==> config.mk <==
export PLATFORM = sky130hd
export DESIGN_NAME = fixed_width_obs_cell_decoder_flat
export DESIGN_NICKNAME = d
export VERILOG_FILES = /design/src/hdl/fwoc_pkg.sv /design/src/hdl/fwoc_byte_if.sv /design/src/hdl/fwoc_cell_if.sv /design/src/hdl/fwoc_cfg_if.sv /design/src/hdl/fwoc_cell_parse.sv /design/src/hdl/fwoc_line_count.sv /design/src/hdl/fixed_width_obs_cell_decoder.sv /design/src/flat_wrapper.sv
export SDC_FILE = /design/constraint.sdc
export NUM_CORES = 1
export LEC_CHECK = 0
export BUFFER_PORTS_ARGS = -buffer_cell sky130_fd_sc_hd__buf_2
export CAP_MARGIN = 30
export CELL_PAD_IN_SITES_DETAIL_PLACEMENT = 1
export CELL_PAD_IN_SITES_GLOBAL_PLACEMENT = 2
export CORE_UTILIZATION = 39
export DETAILED_ROUTE_END_ITERATION = 16
export PLACE_DENSITY_LB_ADDON = 0.1
export RECOVER_POWER = 50
export SETUP_SLACK_MARGIN = 0.05
export SYNTH_ARGS = -nofsm -noshare
export SYNTH_HDL_FRONTEND = slang
export SYNTH_SLANG_ARGS = --single-unit
export TNS_END_PERCENT = 100
==> constraint.sdc <==
create_clock -name clk -period 9.98 [get_ports clk]
set_input_delay 1.996 -clock clk [delete_from_list [all_inputs] [get_ports clk]]
set_output_delay 1.996 -clock clk [all_outputs]
set_load 0.05 [all_outputs]
==> src/hdl/fwoc_pkg.sv <==
// Shared types and constants for the fixed-width observation cell decoder.
// No dependencies; every other file of the decoder refers to this package.
`timescale 1ns / 1ps

package fwoc_pkg;

	localparam int CHARS_PER_VALUE_DEF = 14;
	localparam int BYTES_PER_CELL_DEF  = 16;

	localparam int CHAR_W     = 8;
	localparam int MANT_W     = 48;
	localparam int ACC_W      = 47;
	localparam int DEC_W      = 4;
	localparam int IND_W      = 4;
	localparam int CPL_W      = 8;
	localparam int LIB_W      = 16;
	localparam int CFG_IDX_W  = 8;
	localparam int CFG_DATA_W = 16;

	localparam logic [CFG_IDX_W-1:0] CFG_CELLS_PER_LINE = 8'd0;
	localparam logic [CFG_IDX_W-1:0] CFG_LINES_IN_BATCH = 8'd1;

	localparam logic [CHAR_W-1:0] CH_MINUS = 8'h2D;
	localparam logic [CHAR_W-1:0] CH_PLUS  = 8'h2B;
	localparam logic [CHAR_W-1:0] CH_POINT = 8'h2E;
	localparam logic [CHAR_W-1:0] CH_ZERO  = 8'h30;
	localparam logic [CHAR_W-1:0] CH_NINE  = 8'h39;
	localparam logic [CHAR_W-1:0] CH_TAB   = 8'h09;
	localparam logic [CHAR_W-1:0] CH_SPACE = 8'h20;

	typedef enum logic [1:0] {
		PH_LEAD = 2'd0,
		PH_NUM  = 2'd1,
		PH_END  = 2'd2,
		PH_ERR  = 2'd3
	} phase_t;

	// Decoded fields of one finished cell
	typedef struct packed {
		logic signed [MANT_W-1:0] value_mantissa;
		logic [DEC_W-1:0]         value_decimals;
		logic                     value_valid;
		logic [IND_W-1:0]         loss_of_lock;
		logic                     loss_of_lock_valid;
		logic [IND_W-1:0]         signal_strength;
		logic                     signal_strength_valid;
	} cell_t;

	typedef struct packed {
		logic end_of_line;
		logic end_of_batch;
	} flags_t;

endpackage

==> src/hdl/fwoc_byte_if.sv <==
// Byte stream channel of the cell decoder: valid, ready and one ASCII byte.
// Depends on fwoc_pkg.
`timescale 1ns / 1ps

interface fwoc_byte_if;
	logic                        valid;
	logic                        ready;
	logic [fwoc_pkg::CHAR_W-1:0] char_byte;

	modport source (output valid, output char_byte, input ready);
	modport sink (input valid, input char_byte, output ready);
endinterface

==> src/hdl/fwoc_cell_if.sv <==
// Result channel of the cell decoder: valid, ready and the decoded cell fields.
// Depends on fwoc_pkg.
`timescale 1ns / 1ps

interface fwoc_cell_if;
	logic                               valid;
	logic                               ready;
	logic signed [fwoc_pkg::MANT_W-1:0] value_mantissa;
	logic [fwoc_pkg::DEC_W-1:0]         value_decimals;
	logic                               value_valid;
	logic [fwoc_pkg::IND_W-1:0]         loss_of_lock;
	logic                               loss_of_lock_valid;
	logic [fwoc_pkg::IND_W-1:0]         signal_strength;
	logic                               signal_strength_valid;
	logic                               end_of_line;
	logic                               end_of_batch;

	modport source (output valid, output value_mantissa, output value_decimals,
		output value_valid, output loss_of_lock, output loss_of_lock_valid,
		output signal_strength, output signal_strength_valid, output end_of_line,
		output end_of_batch, input ready);
	modport sink (input valid, input value_mantissa, input value_decimals,
		input value_valid, input loss_of_lock, input loss_of_lock_valid,
		input signal_strength, input signal_strength_valid, input end_of_line,
		input end_of_batch, output ready);
endinterface

==> src/hdl/fwoc_cfg_if.sv <==
// Register write channel of the cell decoder: valid, ready, index and data.
// Depends on fwoc_pkg.
`timescale 1ns / 1ps

interface fwoc_cfg_if;
	logic                            valid;
	logic                            ready;
	logic [fwoc_pkg::CFG_IDX_W-1:0]  index;
	logic [fwoc_pkg::CFG_DATA_W-1:0] data;

	modport source (output valid, output index, output data, input ready);
	modport sink (input valid, input index, input data, output ready);
endinterface

==> src/hdl/fwoc_cell_parse.sv <==
// Per-byte parser of one observation cell: decimal value field and the two
// indicator digits. Depends on fwoc_pkg.
`timescale 1ns / 1ps

module fwoc_cell_parse #(
	parameter int CHARS_PER_VALUE = fwoc_pkg::CHARS_PER_VALUE_DEF,
	parameter int BYTES_PER_CELL  = fwoc_pkg::BYTES_PER_CELL_DEF
) (
	input  logic                        clk,
	input  logic                        arst_n,
	input  logic                        step,
	input  logic [fwoc_pkg::CHAR_W-1:0] char_byte,
	output logic                        last,
	output fwoc_pkg::cell_t             obs
);

	localparam int POS_W     = $clog2(BYTES_PER_CELL);
	localparam int VALUE_END = (CHARS_PER_VALUE < BYTES_PER_CELL - 2) ?
		CHARS_PER_VALUE : BYTES_PER_CELL - 2;
	localparam logic [POS_W-1:0] POS_VEND = POS_W'(VALUE_END);
	localparam logic [POS_W-1:0] POS_LLI  = POS_W'(BYTES_PER_CELL - 2);
	localparam logic [POS_W-1:0] POS_LAST = POS_W'(BYTES_PER_CELL - 1);

	logic [POS_W-1:0]               pos_q;
	fwoc_pkg::phase_t               phase_q, phase_d;
	logic                           neg_q, neg_d;
	logic [fwoc_pkg::ACC_W-1:0]     mant_q, mant_d;
	logic [fwoc_pkg::DEC_W-1:0]     dec_q, dec_d;
	logic                           digit_q, digit_d;
	logic                           point_q, point_d;
	logic                           err_q, err_d;
	logic                           lock_vld_q;
	logic [fwoc_pkg::IND_W-1:0]     lock_q;

	logic                           is_sep, is_digit, num_go;
	logic [fwoc_pkg::IND_W-1:0]     digit_val;
	logic [fwoc_pkg::ACC_W-1:0]     mant_x10;
	logic signed [fwoc_pkg::MANT_W-1:0] mant_ext;
	logic                           val_ok;

	assign is_sep    = (char_byte == fwoc_pkg::CH_SPACE) ||
		(char_byte == fwoc_pkg::CH_TAB);
	assign is_digit  = (char_byte >= fwoc_pkg::CH_ZERO) && (char_byte <= fwoc_pkg::CH_NINE);
	assign digit_val = fwoc_pkg::IND_W'(char_byte - fwoc_pkg::CH_ZERO);
	assign mant_x10  = {mant_q[fwoc_pkg::ACC_W-4:0], 3'b000}
		+ {mant_q[fwoc_pkg::ACC_W-2:0], 1'b0}
		+ fwoc_pkg::ACC_W'(digit_val);
	assign last      = (pos_q == POS_LAST);

	// A byte reaches the number body when already inside it, or when it is the
	// first non-blank and not a sign.
	assign num_go = (phase_q == fwoc_pkg::PH_NUM) ||
		((phase_q == fwoc_pkg::PH_LEAD) && !is_sep &&
		 (char_byte != fwoc_pkg::CH_MINUS) && (char_byte != fwoc_pkg::CH_PLUS));

	always_comb begin
		phase_d = phase_q;
		neg_d   = neg_q;
		mant_d  = mant_q;
		dec_d   = dec_q;
		digit_d = digit_q;
		point_d = point_q;
		err_d   = err_q;
		if (pos_q < POS_VEND) begin
			if (phase_q == fwoc_pkg::PH_LEAD && !is_sep) begin
				phase_d = fwoc_pkg::PH_NUM;
				if (char_byte == fwoc_pkg::CH_MINUS) begin
					neg_d = 1'b1;
				end
			end
			if (num_go) begin
				if (is_digit) begin
					mant_d  = mant_x10;
					digit_d = 1'b1;
					if (point_q) begin
						dec_d = dec_q + 1'b1;
					end
				end else if (char_byte == fwoc_pkg::CH_POINT) begin
					if (point_q) begin
						err_d   = 1'b1;
						phase_d = fwoc_pkg::PH_ERR;
					end else begin
						point_d = 1'b1;
					end
				end else if (is_sep) begin
					phase_d = fwoc_pkg::PH_END;
				end else begin
					err_d   = 1'b1;
					phase_d = fwoc_pkg::PH_ERR;
				end
			end
		end
	end

	always_ff @(posedge clk or negedge arst_n) begin
		if (!arst_n) begin
			pos_q      <= '0;
			phase_q    <= fwoc_pkg::PH_LEAD;
			neg_q      <= 1'b0;
			mant_q     <= '0;
			dec_q      <= '0;
			digit_q    <= 1'b0;
			point_q    <= 1'b0;
			err_q      <= 1'b0;
			lock_vld_q <= 1'b0;
			lock_q     <= '0;
		end else if (step) begin
			if (last) begin
				// clear for the next cell
				pos_q      <= '0;
				phase_q    <= fwoc_pkg::PH_LEAD;
				neg_q      <= 1'b0;
				mant_q     <= '0;
				dec_q      <= '0;
				digit_q    <= 1'b0;
				point_q    <= 1'b0;
				err_q      <= 1'b0;
				lock_vld_q <= 1'b0;
				lock_q     <= '0;
			end else begin
				pos_q   <= pos_q + 1'b1;
				phase_q <= phase_d;
				neg_q   <= neg_d;
				mant_q  <= mant_d;
				dec_q   <= dec_d;
				digit_q <= digit_d;
				point_q <= point_d;
				err_q   <= err_d;
				if (pos_q == POS_LLI) begin
					lock_vld_q <= is_digit;
					lock_q     <= is_digit ? digit_val : '0;
				end
			end
		end
	end

	assign val_ok   = digit_q && !err_q;
	assign mant_ext = $signed({1'b0, mant_q});

	always_comb begin
		obs.value_mantissa        = val_ok ? (neg_q ? -mant_ext : mant_ext) : '0;
		obs.value_decimals        = val_ok ? dec_q : '0;
		obs.value_valid           = val_ok;
		obs.loss_of_lock          = lock_q;
		obs.loss_of_lock_valid    = lock_vld_q;
		obs.signal_strength       = is_digit ? digit_val : '0;
		obs.signal_strength_valid = is_digit;
	end

endmodule

==> src/hdl/fwoc_line_count.sv <==
// Register file and cell/line counters that flag line and batch ends.
// Depends on fwoc_pkg and fwoc_cfg_if.
`timescale 1ns / 1ps

module fwoc_line_count (
	input  logic            clk,
	input  logic            arst_n,
	fwoc_cfg_if.sink        cfg,
	input  logic            cell_done,
	output fwoc_pkg::flags_t flags
);

	logic [fwoc_pkg::CPL_W-1:0] cpl_q, cell_q;
	logic [fwoc_pkg::LIB_W-1:0] lib_q, line_q;
	logic [fwoc_pkg::CPL_W-1:0] cpl_eff;
	logic [fwoc_pkg::LIB_W-1:0] lib_eff;
	logic [fwoc_pkg::CPL_W:0]   cell_inc;
	logic [fwoc_pkg::LIB_W:0]   line_inc;

	assign cfg.ready = 1'b1;

	// A zero limit behaves as one
	assign cpl_eff  = (cpl_q == '0) ? fwoc_pkg::CPL_W'(1) : cpl_q;
	assign lib_eff  = (lib_q == '0) ? fwoc_pkg::LIB_W'(1) : lib_q;
	assign cell_inc = {1'b0, cell_q} + 1'b1;
	assign line_inc = {1'b0, line_q} + 1'b1;

	assign flags.end_of_line  = cell_inc >= {1'b0, cpl_eff};
	assign flags.end_of_batch = flags.end_of_line && (line_inc >= {1'b0, lib_eff});

	always_ff @(posedge clk or negedge arst_n) begin
		if (!arst_n) begin
			cpl_q <= fwoc_pkg::CPL_W'(1);
			lib_q <= fwoc_pkg::LIB_W'(1);
		end else if (cfg.valid) begin
			case (cfg.index)
				fwoc_pkg::CFG_CELLS_PER_LINE: cpl_q <= cfg.data[fwoc_pkg::CPL_W-1:0];
				fwoc_pkg::CFG_LINES_IN_BATCH: lib_q <= cfg.data;
				default: ;
			endcase
		end
	end

	always_ff @(posedge clk or negedge arst_n) begin
		if (!arst_n) begin
			cell_q <= '0;
			line_q <= '0;
		end else if (cell_done) begin
			if (flags.end_of_line) begin
				cell_q <= '0;
				line_q <= flags.end_of_batch ? '0 : line_inc[fwoc_pkg::LIB_W-1:0];
			end else begin
				cell_q <= cell_inc[fwoc_pkg::CPL_W-1:0];
			end
		end
	end

endmodule

==> src/hdl/fixed_width_obs_cell_decoder.sv <==
// Top level of the fixed-width observation cell decoder: byte parser, line
// counters and result register. Depends on fwoc_pkg and the channel interfaces.
//
//   channel  dir  handshake        carries
//   in_ch    in   valid / ready    char_byte, one ASCII byte per item
//   out_ch   out  valid / ready    decoded cell: value, indicators, end flags
//   cfg      in   valid / ready    index, data (0 cells_per_line, 1 lines_in_batch)
//
// One byte is taken per cycle unless stalled; BYTES_PER_CELL bytes give one result.
// The result shows on out_ch the cycle after the cell's last byte is taken.
// in_ch stalls only while a result sits in the output register untaken.
// Reset is asynchronous and clears the parser, counters and output valid (not the
// payload); it sets cells_per_line = 1, lines_in_batch = 1. cfg is always ready.
`timescale 1ns / 1ps

module fixed_width_obs_cell_decoder #(
	parameter int CHARS_PER_VALUE = fwoc_pkg::CHARS_PER_VALUE_DEF,
	parameter int BYTES_PER_CELL  = fwoc_pkg::BYTES_PER_CELL_DEF
) (
	input  logic        clk,
	input  logic        arst_n,
	fwoc_byte_if.sink   in_ch,
	fwoc_cell_if.source out_ch,
	fwoc_cfg_if.sink    cfg
);

	logic             accept, last, cell_done;
	fwoc_pkg::cell_t  obs, obs_q;
	fwoc_pkg::flags_t flags, flags_q;
	logic             out_vld_q;

	assign in_ch.ready = !out_vld_q || out_ch.ready;
	assign accept      = in_ch.valid && in_ch.ready;
	assign cell_done   = accept && last;

	fwoc_cell_parse #(
		.CHARS_PER_VALUE(CHARS_PER_VALUE),
		.BYTES_PER_CELL (BYTES_PER_CELL)
	) u_parse (
		.clk      (clk),
		.arst_n   (arst_n),
		.step     (accept),
		.char_byte(in_ch.char_byte),
		.last     (last),
		.obs      (obs)
	);

	fwoc_line_count u_count (
		.clk      (clk),
		.arst_n   (arst_n),
		.cfg      (cfg),
		.cell_done(cell_done),
		.flags    (flags)
	);

	always_ff @(posedge clk or negedge arst_n) begin
		if (!arst_n) begin
			out_vld_q <= 1'b0;
		end else if (cell_done) begin
			out_vld_q <= 1'b1;
		end else if (out_ch.ready) begin
			out_vld_q <= 1'b0;
		end
	end

	// payload: load on the last byte of a cell
	always_ff @(posedge clk) begin
		if (cell_done) begin
			obs_q   <= obs;
			flags_q <= flags;
		end
	end

	assign out_ch.valid                 = out_vld_q;
	assign out_ch.value_mantissa        = obs_q.value_mantissa;
	assign out_ch.value_decimals        = obs_q.value_decimals;
	assign out_ch.value_valid           = obs_q.value_valid;
	assign out_ch.loss_of_lock          = obs_q.loss_of_lock;
	assign out_ch.loss_of_lock_valid    = obs_q.loss_of_lock_valid;
	assign out_ch.signal_strength       = obs_q.signal_strength;
	assign out_ch.signal_strength_valid = obs_q.signal_strength_valid;
	assign out_ch.end_of_line           = flags_q.end_of_line;
	assign out_ch.end_of_batch          = flags_q.end_of_batch;

endmodule

==> src/flat_wrapper.sv <==
// flat-port wrapper written by rule: the top's interface ports become plain ports
module fixed_width_obs_cell_decoder_flat 
#(
	parameter int CHARS_PER_VALUE = fwoc_pkg::CHARS_PER_VALUE_DEF,
	parameter int BYTES_PER_CELL  = fwoc_pkg::BYTES_PER_CELL_DEF
)
  (clk, arst_n, in_ch_valid, in_ch_char_byte, in_ch_ready, out_ch_valid, out_ch_value_mantissa, out_ch_value_decimals, out_ch_value_valid, out_ch_loss_of_lock, out_ch_loss_of_lock_valid, out_ch_signal_strength, out_ch_signal_strength_valid, out_ch_end_of_line, out_ch_end_of_batch, out_ch_ready, cfg_valid, cfg_index, cfg_data, cfg_ready);
  fwoc_byte_if in_ch_i ();
  fwoc_cell_if out_ch_i ();
  fwoc_cfg_if cfg_i ();
  input  logic clk;
  input  logic arst_n;
  input wire logic [$bits(in_ch_i.valid)-1:0] in_ch_valid;
  input wire logic [$bits(in_ch_i.char_byte)-1:0] in_ch_char_byte;
  output wire logic [$bits(in_ch_i.ready)-1:0] in_ch_ready;
  output wire logic [$bits(out_ch_i.valid)-1:0] out_ch_valid;
  output wire logic [$bits(out_ch_i.value_mantissa)-1:0] out_ch_value_mantissa;
  output wire logic [$bits(out_ch_i.value_decimals)-1:0] out_ch_value_decimals;
  output wire logic [$bits(out_ch_i.value_valid)-1:0] out_ch_value_valid;
  output wire logic [$bits(out_ch_i.loss_of_lock)-1:0] out_ch_loss_of_lock;
  output wire logic [$bits(out_ch_i.loss_of_lock_valid)-1:0] out_ch_loss_of_lock_valid;
  output wire logic [$bits(out_ch_i.signal_strength)-1:0] out_ch_signal_strength;
  output wire logic [$bits(out_ch_i.signal_strength_valid)-1:0] out_ch_signal_strength_valid;
  output wire logic [$bits(out_ch_i.end_of_line)-1:0] out_ch_end_of_line;
  output wire logic [$bits(out_ch_i.end_of_batch)-1:0] out_ch_end_of_batch;
  input wire logic [$bits(out_ch_i.ready)-1:0] out_ch_ready;
  input wire logic [$bits(cfg_i.valid)-1:0] cfg_valid;
  input wire logic [$bits(cfg_i.index)-1:0] cfg_index;
  input wire logic [$bits(cfg_i.data)-1:0] cfg_data;
  output wire logic [$bits(cfg_i.ready)-1:0] cfg_ready;
  assign in_ch_i.valid = in_ch_valid;
  assign in_ch_i.char_byte = in_ch_char_byte;
  assign in_ch_ready = in_ch_i.ready;
  assign out_ch_valid = out_ch_i.valid;
  assign out_ch_value_mantissa = out_ch_i.value_mantissa;
  assign out_ch_value_decimals = out_ch_i.value_decimals;
  assign out_ch_value_valid = out_ch_i.value_valid;
  assign out_ch_loss_of_lock = out_ch_i.loss_of_lock;
  assign out_ch_loss_of_lock_valid = out_ch_i.loss_of_lock_valid;
  assign out_ch_signal_strength = out_ch_i.signal_strength;
  assign out_ch_signal_strength_valid = out_ch_i.signal_strength_valid;
  assign out_ch_end_of_line = out_ch_i.end_of_line;
  assign out_ch_end_of_batch = out_ch_i.end_of_batch;
  assign out_ch_i.ready = out_ch_ready;
  assign cfg_i.valid = cfg_valid;
  assign cfg_i.index = cfg_index;
  assign cfg_i.data = cfg_data;
  assign cfg_ready = cfg_i.ready;
  fixed_width_obs_cell_decoder #(.CHARS_PER_VALUE(CHARS_PER_VALUE), .BYTES_PER_CELL(BYTES_PER_CELL)) u_core (.clk(clk), .arst_n(arst_n), .in_ch(in_ch_i), .out_ch(out_ch_i), .cfg(cfg_i));
endmodule
==> qor.txt <==
STA
--------------------------------------------------------------------------------
Final count of pins violating max slew                                        48
Final Cycle Share                                                          53.8%
Actual transition at the worst max-transition pin                        2980 ps
Unrepaired setup endpoints after global routing                            false
Highest attainable clock frequency                                       186 MHz
Slew headroom                                                             -98.5%
Minimum clock period                                                     5370 ps
Number of setup violations in the final report                                 0
Maximum clock skew at final layout                                       12.8 ps
Setup TNS after final layout                                                0 ps
Final Hold Vio Count                                                           0

POWER
--------------------------------------------------------------------------------
Largest voltage drop on the vdd net                                   0.000133 V
Net Sw Frac                                                                32.9%
Part of the total power dissipated in sequential elements                  44.6%
P_int                                                                    1.28 mW
Share of power burned in the clock network                                 35.1%
Switching power summed over all nets                                    0.630 mW
Combinational cell fraction of total power                                 20.2%
Static leakage                                                           6.13 nW
Areal power density over the cells                                    145 nW/um2

STATUS
--------------------------------------------------------------------------------
Status                                                              complete, but fails checks
Violated checks                                                     max-capacitance violations, max-slew violations

YOSYS
--------------------------------------------------------------------------------
Largest family of logic cells by synthesized area                   simple AND/OR/NAND/NOR gates
Dominant cells by area after synthesis                              sky130_fd_sc_hd__dfrtp_1, sky130_fd_sc_hd__edfxtp_1, sky130_fd_sc_hd__ha_1
Most frequent cell after synthesis                                  sky130_fd_sc_hd__nand2_1
Post-synthesis async set-or-reset flop share                               63.9%
Synth Flop Type                                                     sky130_fd_sc_hd__dfrtp_1
Top cells by instance count after synthesis                         sky130_fd_sc_hd__nand2_1, sky130_fd_sc_hd__ha_1, sky130_fd_sc_hd__o21ai_0, sky130_fd_sc_hd__dfrtp_1, sky130_fd_sc_hd__nor2_1
Register bit total from synthesis                                            180
Post-synthesis xor/xnor area fraction                                      8.27%
Synth cell types                                                              71
Warnings from Yosys                                                            0
Largest area contributor in the netlist                             sky130_fd_sc_hd__dfrtp_1
Sequential-to-total area share from yosys stat                             41.1%
Proportion of synthesized area in mux cells                                1.80%
Post-synthesis adder-cell area fraction                                    12.9%
Proportion of netlist area held by the largest area contributor            24.0%
Fraction of the mapped netlist area in compound gates                      16.4%
Synthesized cell area                                                  11800 um2
Post-synthesis cell count                                                   1231
Net count of the mapped netlist                                             1388
Synth Area in Simple Gates                                                 16.4%
EDFF count, synth                                                             65
Average footprint of a synthesized cell                                 9.55 um2

DIE
--------------------------------------------------------------------------------
Placeable core region                                                  29600 um2
Floorplan die area                                                     30900 um2
Vertical die dimension                                                    176 um
# rows                                                                        63
Starting density of the core                                               39.7%
Total I/O pin count                                                          105
Die width                                                                 176 um

WORST HOLD PATH
--------------------------------------------------------------------------------
Class of the most critical hold timing path                           reg -> reg

CLOCK NETWORK
--------------------------------------------------------------------------------
Number of buffers inserted by hold repair at cts                               0
CTS H-Tree Depth                                                               4
Buffer type at the clock tree root                                  sky130_fd_sc_hd__clkbuf_16
Number of buffers on the longest clock path                                    2
Quantity of gates resized following cts                                        0
Post-CTS setup repair buffer count                                             0
Skew-Pair Late Insertion Delay                                            450 ps
Clk slew on worst S/H paths                                                70 ps
CTS tree                                                                     yes
Number of buffers created by CTS                                              17
CTS sink cnt                                                                 180

WORST SETUP PATH
--------------------------------------------------------------------------------
Arrival time at the worst endpoint                                       5750 ps
Category of the critical setup timing path                             in -> reg
Sort of element at the end of the critical path                             flop
Max FO, Critical Path                                                          8
Required time at the endpoint of the critical path                      10360 ps
Startpoint class of the critical path                                  input pin

FINISH
--------------------------------------------------------------------------------
Count of antenna diodes in the layout                                          0
Layout overhead on the synthesized area                                    12.2%
Fraction of final layout cells sized beyond drive strength 1               10.3%
Post-route design area                                                 13200 um2
Filler Cell Count                                                           3462
Net count reported at finish                                                1468

DRT
--------------------------------------------------------------------------------
Initial DRT Pass Iterations                                                    4
Drt drc                                                                        0
Initial DRC Count                                                            327
Vias                                                                        9341
Post-Route WL                                                           31500 um
Detailed-route vias per instance                                            5.45
Final antenna-violating net count                                              0
Routed length per placed instance                                        18.4 um

GLOBAL ROUTE
--------------------------------------------------------------------------------
Via count of the first global-routing pass                                  9647
GR Overflow Total                                                              0
Number of antenna violations at the first check in global routing              1
Global-route wire length before repair                                  51800 um
Global routing usage summed across all routing layers                      21.3%
Largest net degree at the start of global routing                             79

PLACEMENT
--------------------------------------------------------------------------------
Count of buffers inserted at the top-level ports                             103
Post-DP HPWL                                                            22900 um
RD Place Congestion                                                        0.805
Dpl cell area                                                          12600 um2

JOB
--------------------------------------------------------------------------------
Max-capacitance violation count                                                1

power by group through the flow:
stage | Sequential, mW | Clock (mW) | Combinational (mW)
2_1_floorplan | 0.869 | 0 | 0.254
3_3_place_gp | 0.868 | 0 | 0.387
3_5_place_dp | 0.869 | 0 | 0.393
4_1_cts | 0.854 | 0.693 | 0.396
5_1_grt | 0.861 | 0.717 | 0.434
6_report | 0.854 | 0.672 | 0.387
routing by layer:
metal | wire length, um | GRT usage, % | share of wire, %
met2 | 15200 | 35.9 | 48
met1 | 15200 | 28.4 | 48
met5 | 8 | 0 | 0.025
met4 | 316 | 4.82 | 1.0
met3 | 783 | 3.44 | 2.5
sequential cells by signal, summed over array words and instances, names as in the netlist, 2 cells and up:
name	cells
u_core.u_parse.pos_q	4
u_core.out_ch.loss_of_lock	4
u_core.u_parse.dec_q	4
u_core.u_count.lib_q	16
u_core.out_ch.signal_strength	4
u_core.u_count.cpl_q	8
u_core.out_ch.value_decimals	4
u_core.u_parse.mant_q	47
u_core.out_ch.value_mantissa	48
u_core.u_count.line_q	16
u_core.u_parse.lock_q	4
u_core.u_count.cell_q	8
u_core.u_parse.phase_q	2
layout by cell type, fill, tap and decap left out, types with 5 or more instances in the layout:
| master | n |
|---|---|
| sky130_fd_sc_hd__xnor2_1 | 36 |
| sky130_fd_sc_hd__mux2_2 | 17 |
| sky130_fd_sc_hd__o21ai_1 | 6 |
| sky130_fd_sc_hd__or4_1 | 7 |
| sky130_fd_sc_hd__dfrtp_1 | 112 |
| sky130_fd_sc_hd__o31ai_1 | 18 |
| sky130_fd_sc_hd__and2_1 | 8 |
| sky130_fd_sc_hd__nand3_1 | 22 |
| sky130_fd_sc_hd__nand2b_1 | 17 |
| sky130_fd_sc_hd__buf_4 | 5 |
| sky130_fd_sc_hd__nor2_1 | 97 |
| sky130_fd_sc_hd__nor3_1 | 10 |
| sky130_fd_sc_hd__o21ai_0 | 115 |
| sky130_fd_sc_hd__and2_0 | 5 |
| sky130_fd_sc_hd__o211ai_1 | 7 |
| sky130_fd_sc_hd__and3_1 | 14 |
| sky130_fd_sc_hd__inv_1 | 43 |
| sky130_fd_sc_hd__a21o_1 | 32 |
| sky130_fd_sc_hd__edfxtp_1 | 65 |
| sky130_fd_sc_hd__nand4_1 | 24 |
| sky130_fd_sc_hd__buf_2 | 56 |
| sky130_fd_sc_hd__xor2_1 | 75 |
| sky130_fd_sc_hd__or3_1 | 13 |
| sky130_fd_sc_hd__nand2_1 | 145 |
| sky130_fd_sc_hd__nor4_1 | 10 |
| sky130_fd_sc_hd__nor2b_1 | 7 |
| sky130_fd_sc_hd__clkbuf_16 | 18 |
| sky130_fd_sc_hd__a22o_1 | 8 |
| sky130_fd_sc_hd__ha_1 | 118 |
| sky130_fd_sc_hd__a21oi_1 | 59 |
| sky130_fd_sc_hd__a31oi_1 | 7 |
| sky130_fd_sc_hd__clkbuf_1 | 50 |
worst paths after layout:
kind                                                       to  cells after the start  slack, ps                     start
worst max-delay path                u_core.u_parse.mant_q[46]                     13       4610        in_ch_char_byte[3]
worst min-delay path            u_core.out_ch.loss_of_lock[0]                      0        460  u_core.u_parse.lock_q[0]
worst max register to register      u_core.u_parse.mant_q[46]                     12       5900  u_core.u_parse.mant_q[2]
worst min register to register  u_core.out_ch.loss_of_lock[0]                      0        460  u_core.u_parse.lock_q[0]
max in group asynchronous                u_core.u_parse.neg_q                      3       5670                    arst_n
min in group asynchronous            u_core.u_count.line_q[9]                      1       2490                    arst_n
metrics by stage:
step / total power [mW] / worst slack [ps] / util, % / hold slack, ps / std cells
detailed placement: 1.26 / 4170 / 42.7 / 439 / 1680
finish: 1.91 / 4610 / 44.5 / 455 / 1714
global route: 2.01 / 4370 / 44.5 / 467 / 1714
CTS: 1.94 / 4600 / 44.6 / 456 / 1712
floorplan: 1.12 / 4330 / - / 425 / 1231
global placement: 1.25 / 4240 / 42.7 / 439 / 1680
critical path, cell delays in order:
cell,delay [ps]
sky130_fd_sc_hd__buf_2,160
sky130_fd_sc_hd__inv_1,110
sky130_fd_sc_hd__fa_1,540
sky130_fd_sc_hd__fa_1,480
sky130_fd_sc_hd__nor2b_1,160
sky130_fd_sc_hd__o2111ai_1,200
sky130_fd_sc_hd__a2111oi_0,400
sky130_fd_sc_hd__nand3b_1,260
sky130_fd_sc_hd__a2bb2oi_2,330
sky130_fd_sc_hd__a41o_1,320
sky130_fd_sc_hd__a211oi_1,180
sky130_fd_sc_hd__or4_1,530
sky130_fd_sc_hd__nand3_1,80
cells by family after synthesis:
logic type                 count (synthesis)
and+or+nand+nor                          402
AOI/OAI and AO/OA                        303
DFF                                      180
adders and majority gates                120
xor gates and xnor gates                 111
buffers and inverters                     95
muxes                                     19
other                                      1
area by class of cell:
cell class                 count  area [um2]  share of cell area [%]
sequential                   180        4830                    36.6
timing repair buffer         112         549                    4.16
tap                          390         488                    3.70
clock inverter                13         113                   0.854
multi-input combinational    956        6590                    49.9
inverter                      44         166                    1.26
clock buffer                  19         454                    3.44
(Power assumes the default switching activity.)
